File: src/rtl/fcd_pkg.sv
// Shared constants, types and helpers for the capped cylinder distance block.
`timescale 1ns / 1ps

package fcd_pkg;

  localparam int CB = 32;
  localparam int FB = 16;
  localparam int UQ = 30;
  localparam int GW = FB + 2;
  localparam int DW = CB + 1;
  localparam int EW = UQ + 2;
  localparam int HW = CB + 2;
  localparam int VW = CB + 16;
  localparam int MW = 31;
  localparam int RW = 32;
  localparam int SW = 5;
  localparam int NW = VW + 2;
  localparam int QW = UQ + 1;
  localparam int SQ_STAGES = RW / 2;
  localparam int DV_STAGES = (QW + 1) / 2;
  localparam int IW = 3;
  localparam int QDEPTH = 4;
  localparam int QAW = 2;
  localparam int QLW = 3;

  localparam logic [CB-1:0] ONE_RST = CB'(1 << FB);
  localparam logic [CB-2:0] RADIUS_RST = (CB-1)'(1 << FB);
  localparam logic [CB-2:0] SLAB_RST = (CB-1)'(((1 << FB) + 5) / 10);

  localparam logic signed [EW+3:0] G_ONE = (EW+4)'(1 << FB);
  localparam logic signed [EW+3:0] G_HALF = (EW+4)'(1 << (UQ - FB - 1));

  typedef enum logic [IW-1:0] {
    R_ORIGIN_X, R_ORIGIN_Y, R_ORIGIN_Z, R_AXIS_X, R_AXIS_Y, R_AXIS_Z, R_RADIUS, R_SLAB
  } reg_idx_t;

  typedef enum logic [1:0] {RG_CORNER, RG_SIDE, RG_CAP} region_t;
  typedef enum logic [1:0] {ST_OK, ST_ON_AXIS, ST_ZERO_AXIS} status_t;

  typedef struct packed {
    logic [2:0][CB-1:0] origin;
    logic [2:0][CB-1:0] axis;
    logic [CB-2:0]      radius;
    logic [CB-2:0]      slab;
  } cfg_t;

  typedef struct packed {
    logic               zero_axis;
    logic [CB-2:0]      radius;
    logic [CB-2:0]      slab;
    logic [2:0][CB-1:0] axis;
    logic [2:0][DW-1:0] d;
    logic [2:0][EW-1:0] u;
    logic [HW-1:0]      hs;
    logic               on_axis;
    logic [2:0][EW-1:0] e;
    logic [VW-1:0]      dc;
    logic [VW-1:0]      dp;
    logic               upper;
  } ctx_t;

  function automatic logic signed [GW-1:0] to_grad(input logic signed [EW+3:0] x);
    logic signed [EW+3:0] r;
    r = (x + G_HALF) >>> (UQ - FB);
    if (r > G_ONE) r = G_ONE;
    if (r < -G_ONE) r = -G_ONE;
    return GW'(r);
  endfunction

endpackage

File: src/rtl/fcd_queue.sv
// Short item queue between the front end and the arithmetic back end.
`timescale 1ns / 1ps

module fcd_queue (
  input  logic                    clk,
  input  logic                    rst,
  input  logic                    push,
  input  fcd_pkg::ctx_t           din,
  output logic                    out_vld,
  output fcd_pkg::ctx_t           dout,
  output logic [fcd_pkg::QLW-1:0] level
);
  import fcd_pkg::*;

  ctx_t           mem [QDEPTH];
  logic [QAW-1:0] wr_ptr;
  logic [QAW-1:0] rd_ptr;

  assign out_vld = (level != '0);
  assign dout    = mem[rd_ptr];

  always_ff @(posedge clk) begin
    if (push) mem[wr_ptr] <= din;
    if (rst) begin
      wr_ptr <= '0;
      rd_ptr <= '0;
      level  <= '0;
    end else begin
      if (push) wr_ptr <= wr_ptr + QAW'(1);
      if (out_vld) rd_ptr <= rd_ptr + QAW'(1);
      level <= level + QLW'(push) - QLW'(out_vld);
    end
  end

endmodule

File: config.mk
export PLATFORM = sky130hd
export DESIGN_NAME = fcd_queue
export DESIGN_NICKNAME = d
export VERILOG_FILES = /design/src/rtl/fcd_pkg.sv /design/src/rtl/fcd_queue.sv
export SDC_FILE = /design/constraint.sdc
export NUM_CORES = 1
export LEC_CHECK = 0
export BUFFER_PORTS_ARGS = -buffer_cell sky130_fd_sc_hd__buf_4
export CORE_ASPECT_RATIO = 0.6
export CORE_UTILIZATION = 45
export CTS_CLUSTER_DIAMETER = 80
export DETAILED_ROUTE_END_ITERATION = 10
export GPL_ROUTABILITY_DRIVEN = 0
export GPL_TIMING_DRIVEN = 0
export PLACE_DENSITY = 0.62
export SYNTH_ARGS = -nofsm -noshare
export SYNTH_HDL_FRONTEND = slang
export SYNTH_SLANG_ARGS = --single-unit
export TNS_END_PERCENT = 10
File: constraint.sdc
create_clock -name clk -period 25.1 [get_ports clk]
set_input_delay 5.02 -clock clk [delete_from_list [all_inputs] [get_ports clk]]
set_output_delay 5.02 -clock clk [all_outputs]
set_load 0.01 [all_outputs]
==> key figures <==
Outcome
  • Outcome: completed

CTS
  • Num CTS Buffers: 216
  • Post-CTS repair timing setup buffer count: 0
  • Hold Buf Count CTS: 0
  • Skew-Pair Late Insertion Delay: 0.84 ns
  • Post-CTS sizing: 0
  • CTS clock-pin slew for the worst setup and hold paths: 0.06 ns
  • CTS root buffer: clkbuf_16
  • CTS tree: yes
  • CTS Buffer Depth: 4
  • CTS H-tree lvls: 4
  • Clk sinks: 2337

Floorplan
  • # rows: 123
  • Die ar.: 191000 sq um
  • Initial Utilization: 0.453
  • # IOs: 1171
  • Die X: 563 um
  • Die Y: 339 um
  • Core Box Area: 188000 sq um

Drt
  • WL/cell: 27.5 um
  • Via density: 5.29
  • Drt first-iter violations: 3118
  • DRC: 0
  • Initial DRT Pass Iterations: 5
  • Final ANT Viol Nets: 0
  • Final WL: 199 mm
  • Vias: 38100

Pwr
  • Psw: 2950 uW
  • Combinational share of power: 0.290
  • Internal power: 7830 uW
  • Peak supply drop: 0.0000679 V
  • Sw frac: 0.274
  • Clock group share of total power: 0.290
  • Pwr Density: 103 nW/um^2
  • Flop pwr share: 0.420
  • Leak: 0.0351 uW

Timing
  • Max-slew violations: 0
  • Final setup fails: 0
  • Min Hold Slack: 0.565 ns
  • Final Cycle Share: 0.337
  • Clock skew: 0.0388 ns
  • Final Critical Period: 8.45 ns
  • Final Hold Fails: 0
  • Actual slew at the worst max-slew pin: 1.22 ns
  • Total negative slack: 0 ns
  • Max Fclk: 0.118 GHz
  • Max transition margin: 0.185
  • Unrepaired setup endpoints after global routing: no

Final layout
  • Post-route insts no fill: 7208
  • Share of cells above drive strength 1: 0.470
  • Nets: 5111
  • Area Overhead vs Synth: 23.4%
  • Final instance area: 105000 sq um

Setup path
  • Critical Path Source Type: register
  • Worst EP required: 20.08 ns
  • R2r setup slk: 22.02 ns
  • WP data arrival: 3.43 ns
  • Reg2reg start: wr_ptr[0]
  • Worst Setup Path Type: register to primary output
  • CP Max Fanout: 10
  • Crit end category: primary output

Global routing
  • Global Route Usage Sum: 0.206
  • Largest net degree at the start of global routing: 59
  • GR Overflow Total: 0
  • First-pass GRT wire length: 284 mm
  • Initial antenna violation count: 33
  • Number of global-route vias before repair: 39700

Yosys
  • Area contributors post-synth: edfxtp_1, mux4_2, buf_12, buf_2, dfxtp_1
  • Most common cell in the netlist: edfxtp_1
  • Prevailing post-synth register cell: edfxtp_1
  • Net count after synthesis: 3675
  • Mean Syn Cell Area: 27.6 sq um
  • FFs w/ async S/R, synth: 0
  • Sequential area share after synthesis: 0.824
  • Area share of the largest cell type after synthesis: 0.822
  • Synth Instances: 3083
  • Synth unique cells: 21
  • Post-synth top cells: edfxtp_1, mux4_2, buf_12, buf_2, dfxtp_1
  • Post-Syn Area: 85100 sq um
  • Post-synth top area cell: edfxtp_1
  • Synth warnings: 0
  • Number of synthesized register bits: 2337
  • Post-synth EDFFs: 2328

Placed design
  • Post-DP Area: 98300 sq um
  • Quantity of I/O buffers inserted on ports: 1169
  • Hpwl dp: 135 mm
  • Cells after DPL: 6801

Min path
  • Critical hold path startpoint: wr_ptr[0]
  • Worst hold path type: register to register

Flow run
  • # Max-Cap Violations: 0
stage by stage:
step / util / worst slack [ns] / total power (uW)
finish: 0.559 / 16.65 / 10800
global route: 0.559 / 16.53 / 11200
CTS: 0.559 / 16.54 / 10900
detailed placement: 0.524 / 17.32 / 7810
global placement: 0.517 / -4.98 / 7980
floorplan: - / 6.01 / 6450
logic make-up after synthesis:
kind of cell,Yosys count,synth area share
xor+xnor,2,0.000382
buf+inv,137,0.0192
mux,584,0.154
simple gates,15,0.000956
compound gates,1,0.000103
fa+ha+maj,7,0.00112
flops,2337,0.824
state kept, by name, summed over array words and instances (netlist names), named ones only:
register,count
level,3
mem,2328
rd_ptr,2
wr_ptr,2
critical path: stages, from the launching register on:
cell and delay (ns):
dfxtp_1 0.30, buf_2 0.35, clkbuf_1 0.94, buf_2 0.46, mux4_2 0.39, buf_4 0.17
layout make-up:
cell class / instances / area [sq um]
Sequential cell: 2337 / 70100
Clock inverter: 113 / 987
Timing Repair Buffer: 1218 / 10100
Antenna cell: 21 / 52.6
Inverter: 6 / 22.5
Tap cell: 2500 / 3130
Buffer: 131 / 1610
Fill cell: 13800 / 82700
Clock buffer: 273 / 5620
Multi-Input combinational cell: 609 / 13400
power groups by stage:
stage	logic, uW	registers (uW)	clock network [uW]
after floorplan	1740	4720	0
after global placement	3160	4820	0
after detailed placement	3200	4610	0
after CTS	3210	4530	3200
after global routing	3310	4540	3340
final	3130	4530	3120
placed cells by master (no fill, tap or decap), types with 3 or more instances in the layout:
cell,count
and2_4,4
buf_12,71
buf_16,42
buf_2,59
buf_4,1169
bufinv_16,15
clkbuf_1,64
clkbuf_16,216
clkinv_1,56
clkinv_2,25
clkinvlp_4,5
dfxtp_1,9
diode_2,21
edfxtp_1,2328
ha_1,6
inv_1,6
inv_6,6
mux4_2,582
nor2_1,4
nor2b_1,3
per-layer routing:
metal | share of wire | GRT usage | up-vias | routed length, um
met3 | 0.077 | 0.0641 | 252 | 15300
met5 | 0.00075 | 0 | - | 149
met1 | 0.38 | 0.252 | 20300 | 74800
met4 | 0.020 | 0.0522 | 24 | 4020
met2 | 0.53 | 0.356 | 1158 | 104000
li1 | - | - | 16400 | -
worst paths after layout:
path	endpoint	depth (start not counted)
setup / recovery	dout[333]	5
hold / removal	wr_ptr[0]	2
setup reg to reg	mem[0][172]	7
hold reg to reg	wr_ptr[0]	2
Note: power is estimated with default switching activity, not from simulation.
