==> src/rtl/fcd_pkg.sv <==
// Shared constants, types and helpers for the capped cylinder distance block.
`timescale 1ns / 1ps

package fcd_pkg;

  localparam int CB = 32;
  localparam int FB = 16;
  localparam int UQ = 30;
  localparam int GW = FB + 2;
  localparam int DW = CB + 1;
  localparam int EW = UQ + 2;
  localparam int HW = CB + 2;
  localparam int VW = CB + 16;
  localparam int MW = 31;
  localparam int RW = 32;
  localparam int SW = 5;
  localparam int NW = VW + 2;
  localparam int QW = UQ + 1;
  localparam int SQ_STAGES = RW / 2;
  localparam int DV_STAGES = (QW + 1) / 2;
  localparam int IW = 3;
  localparam int QDEPTH = 4;
  localparam int QAW = 2;
  localparam int QLW = 3;

  localparam logic [CB-1:0] ONE_RST = CB'(1 << FB);
  localparam logic [CB-2:0] RADIUS_RST = (CB-1)'(1 << FB);
  localparam logic [CB-2:0] SLAB_RST = (CB-1)'(((1 << FB) + 5) / 10);

  localparam logic signed [EW+3:0] G_ONE = (EW+4)'(1 << FB);
  localparam logic signed [EW+3:0] G_HALF = (EW+4)'(1 << (UQ - FB - 1));

  typedef enum logic [IW-1:0] {
    R_ORIGIN_X, R_ORIGIN_Y, R_ORIGIN_Z, R_AXIS_X, R_AXIS_Y, R_AXIS_Z, R_RADIUS, R_SLAB
  } reg_idx_t;

  typedef enum logic [1:0] {RG_CORNER, RG_SIDE, RG_CAP} region_t;
  typedef enum logic [1:0] {ST_OK, ST_ON_AXIS, ST_ZERO_AXIS} status_t;

  typedef struct packed {
    logic [2:0][CB-1:0] origin;
    logic [2:0][CB-1:0] axis;
    logic [CB-2:0]      radius;
    logic [CB-2:0]      slab;
  } cfg_t;

  typedef struct packed {
    logic               zero_axis;
    logic [CB-2:0]      radius;
    logic [CB-2:0]      slab;
    logic [2:0][CB-1:0] axis;
    logic [2:0][DW-1:0] d;
    logic [2:0][EW-1:0] u;
    logic [HW-1:0]      hs;
    logic               on_axis;
    logic [2:0][EW-1:0] e;
    logic [VW-1:0]      dc;
    logic [VW-1:0]      dp;
    logic               upper;
  } ctx_t;

  function automatic logic signed [GW-1:0] to_grad(input logic signed [EW+3:0] x);
    logic signed [EW+3:0] r;
    r = (x + G_HALF) >>> (UQ - FB);
    if (r > G_ONE) r = G_ONE;
    if (r < -G_ONE) r = -G_ONE;
    return GW'(r);
  endfunction

endpackage

==> src/rtl/fcd_front.sv <==
// Front end: accept a point, snapshot the setup, form the offset and flag a zero axis.
`timescale 1ns / 1ps

module fcd_front (
  input  logic                          clk,
  input  logic                          rst,
  input  logic                          start,
  output logic                          busy,
  input  logic signed [fcd_pkg::CB-1:0] point_x,
  input  logic signed [fcd_pkg::CB-1:0] point_y,
  input  logic signed [fcd_pkg::CB-1:0] point_z,
  input  fcd_pkg::cfg_t                 cfg,
  input  logic [fcd_pkg::QLW-1:0]       q_level,
  output logic                          q_push,
  output fcd_pkg::ctx_t                 q_din
);
  import fcd_pkg::*;

  logic signed [CB-1:0] pt [3];
  ctx_t                 ctx_next;
  logic                 take;

  assign busy = ((QLW+1)'(q_level) + (QLW+1)'(q_push)) >= (QLW+1)'(QDEPTH);
  assign take = start && !busy;

  always_comb begin
    pt[0] = point_x;
    pt[1] = point_y;
    pt[2] = point_z;
    ctx_next = '0;
    ctx_next.zero_axis = (cfg.axis == '0);
    ctx_next.radius    = cfg.radius;
    ctx_next.slab      = cfg.slab;
    ctx_next.axis      = cfg.axis;
    for (int i = 0; i < 3; i++) begin
      ctx_next.d[i] = DW'(pt[i]) - DW'($signed(cfg.origin[i]));
    end
  end

  always_ff @(posedge clk) begin
    if (take) q_din <= ctx_next;
    if (rst) q_push <= 1'b0;
    else q_push <= take;
  end

endmodule

==> config.mk <==
export PLATFORM = sky130hd
export DESIGN_NAME = fcd_front
export DESIGN_NICKNAME = d
export VERILOG_FILES = /design/src/rtl/fcd_pkg.sv /design/src/rtl/fcd_front.sv
export SDC_FILE = /design/constraint.sdc
export NUM_CORES = 1
export LEC_CHECK = 0
export BUFFER_PORTS_ARGS = -buffer_cell sky130_fd_sc_hd__buf_2
export CAP_MARGIN = 20
export CORE_AREA = 2 2 370 372
export CTS_BUF_LIST = sky130_fd_sc_hd__clkbuf_4
export DETAILED_ROUTE_END_ITERATION = 10
export DIE_AREA = 0 0 372 374
export PLACE_DENSITY = 0.3
export SYNTH_ARGS = -nofsm -noshare
export SYNTH_HDL_FRONTEND = slang
export SYNTH_SLANG_ARGS = --single-unit
export TNS_END_PERCENT = 10
==> constraint.sdc <==
create_clock -name clk -period 13.8 [get_ports clk]
set_input_delay 2.07 -clock clk [delete_from_list [all_inputs] [get_ports clk]]
set_output_delay 2.07 -clock clk [all_outputs]
set_load 0.02 [all_outputs]
==> out/results.txt <==
status: complete, no violations
reg-to-reg endpoint: q_din[397]$_DFFE_PP_
async set-reset flop share out of synthesis: 0%
drc violations: 0
worst hold path depth: 2
crit-path max FO: 63
die height: 374 um
Die ar.: 0.1391 mm2
slew at the pin closest to its max-slew limit: 0.8893 ns
# clock sinks: 259
Slew Limit Fails: 0
clock buffer depth: 3
first-pass GRT wire length: 96.22 mm
Fin. Hold Viols: 0
final worst slack: 8.958 ns
Max-Slew Margin vs Limit: 40.72%
Die Wd: 372 um
Worst path slowest cell: buf_4
most frequent CP cell: buf_4
# nets final: 2580
core area: 0.1350 mm2
post-synthesis instance total: 1435
gp weighted congestion: 0.7732
grt ovf: 0
DRT antenna net count: 0
Wirelength per Cell: 18.30 um
critical path data arrival time: 5.35 ns
pin count of the biggest net entering global routing: 64
Pre-antenna DRT Iters: 5
Setup CP Type: in2reg
Netlist Area Pre-Place: 0.01589 mm2
Worst VDD drop: 0.04077 mV
TritonCTS clock tree: yes
Post-CTS Setup Inserts: 0
Max Cap Viol: 0
Distinct cells, synth: 78
# H-tree levels: 3
power per standard cell area: 111.8 mW/mm2
Final setup viols: 0
Hold-fix buffers, CTS: 0
fin util: 15.59%
Cell Rows: 135
routed wire length: 72.87 mm
crit end category: register
share of post-route cells with drive strength above 1: 35.92%
sequential area share after synthesis: 48.89%
Reg2Reg Depth: 5
total placed cells including tap cells: 3817
leakage power of the design: 0.009403 uW
Avg Inst Size Synth: 11.07 um2
Synth Register Bits: 259
Vias: 12740
Via density: 3.199
Hold Crit Class: reg2reg
P&R area growth vs syn: 32.46%
Post-synth EDFFs: 258
All-Layer GR Usage: 9.916%
Req. time, crit path: 14.31 ns
Reg clk slew, reported paths: 0.07 ns
initial antenna violation count: 27
vias in the first global route: 12400
CTS resizes: 0
DRT iter0 DRCs: 488
hold endpoint: q_din[365]$_DFFE_PP_
hpwl dp: 62.09 mm
fin cells: 3983
Critical Path Max Stage Delay: 0.79 ns
Clock Skews: 0.07829 ns
Place WS: 7.938 ns
IO Count: 940
Initial Utilization: 11.77%
r2r startpoint: q_push$_SDFF_PP0_
clk_lat worst skew: 0.97 ns
setup_tns: 0 ns
internal reg-to-reg setup slack: 9.92 ns
Root Buffer: clkbuf_4
PortBufs: 615
fmax: 206.5 MHz
total CTS buffers: 87
final period utilization: 35.08%
yosys warns: 0
main flop type after synthesis: edfxtp_1
worst hold slack: 0.9742 ns
unrepaired setup endpoints after global routing: false
Startpoint Class: input pin
critical path, cell by cell: buf_2, a31oi_1, and2_4, buf_4, buf_4, buf_4
min-delay src: q_push$_SDFF_PP0_
min cycle time layout: 4.842 ns
## power by group
| group | leakage, uW | internal, uW | switching [uW] |
|---|---|---|---|
| logic | 0.00634 | 179 | 399 |
| clock network | 0.000632 | 413 | 412 |
| registers | 0.00243 | 934 | 15.6 |
## cell usage in the layout, fill, tap and decap left out, drive strengths merged, types with 10 or more instances in the layout
cell type | synthesis | layout
nor3 | 12 | 12
xor2 | 35 | 35
and3 | 10 | 10
o21a | 10 | 10
conb | 1 | 324
xnor2 | 49 | 49
a31oi | 13 | 13
nor2 | 44 | 44
clkbuf | 17 | 123
a21oi | 94 | 94
a21o | 35 | 35
edfxtp | 258 | 258
nand4 | 21 | 21
ha | 96 | 96
o21ai | 52 | 52
nand2 | 69 | 69
nand3 | 15 | 15
inv | 124 | 127
buf | 326 | 621
nor4 | 26 | 26
nor2b | 16 | 16
diode | 0 | 14
o21bai | 12 | 12
clkinv | 0 | 24
## registers in the layout, summed over array words and instances, names as in the netlist
name    flops
q_push      1
q_din     258
## stage by stage
step,power (uW),instance area (um2)
after global routing,2510,21030
after global placement,1561,19930
final,2352,21040
after detailed placement,1556,19930
after CTS,2435,21010
after floorplan,1400,17100
## cells in the mapped netlist (26+ instances only)
master,n,area [um2]
a21o_1,34,255.2
a21oi_1,94,470.5
buf_4,324,2432
edfxtp_1,258,7747
ha_1,96,1201
inv_1,124,465.5
nand2_1,69,259.0
nor2_1,44,165.2
nor4_1,26,162.7
o21ai_0,44,220.2
xnor2_1,49,429.2
xor2_1,35,306.5
## cells by family (layout without fill, tap and decap cells)
logic type               Yosys count  count (layout)  share of synthesized area, %
buffers and inverters            467             897                         18.78
AO/OA/AOI/OAI                    282             282                         11.81
flip-flops                       259             259                         48.89
AND/OR/NAND/NOR                  242             242                         7.868
adder cells (fa/ha/maj)           99              99                         7.939
XOR/XNOR                          84              84                         4.631
other                              1             338                       0.02360
multiplexers                       1               1                       0.06301
## critical path: cells and delay by family
kind / cells / cell delay, ns
buffers and inverters: 4 / 2.30
and+or+nand+nor: 1 / 0.57
AOI/OAI and AO/OA: 1 / 0.22
## per-layer routing
metal	share of wire [%]	routed length, um	GRT usage (%)
met1	40	29100	11.44
met2	48	34710	16.69
met3	10	7253	3.790
met4	2.4	1714	3.271
met5	0.13	93	0
## worst max path at each step
stage / startpoint / end / slack (ns) / depth (start not counted)
floorplan: q_level[0] / q_din[324]$_DFFE_PP_ / 4.98 / 2
global placement: q_level[0] / q_din[540]$_DFFE_PP_ / 7.90 / 6
detailed placement: q_level[0] / q_din[573]$_DFFE_PP_ / 7.94 / 6
CTS: q_level[0] / q_din[397]$_DFFE_PP_ / 9.01 / 6
global route: q_level[0] / q_din[397]$_DFFE_PP_ / 8.78 / 6
finish: q_level[0] / q_din[397]$_DFFE_PP_ / 8.96 / 6
## final cells by class
type,instances,area [um2]
fill,15500,113900
sequential,259,7767
multi-input combinational,1032,6351
timing repair buffer,621,3120
tap,1781,2228
clock buffer,123,923.4
inverter,124,465.4
clock inverter,29,152.6
antenna,14,35.03
No activity file was read; power rests on OpenSTA's default activity.
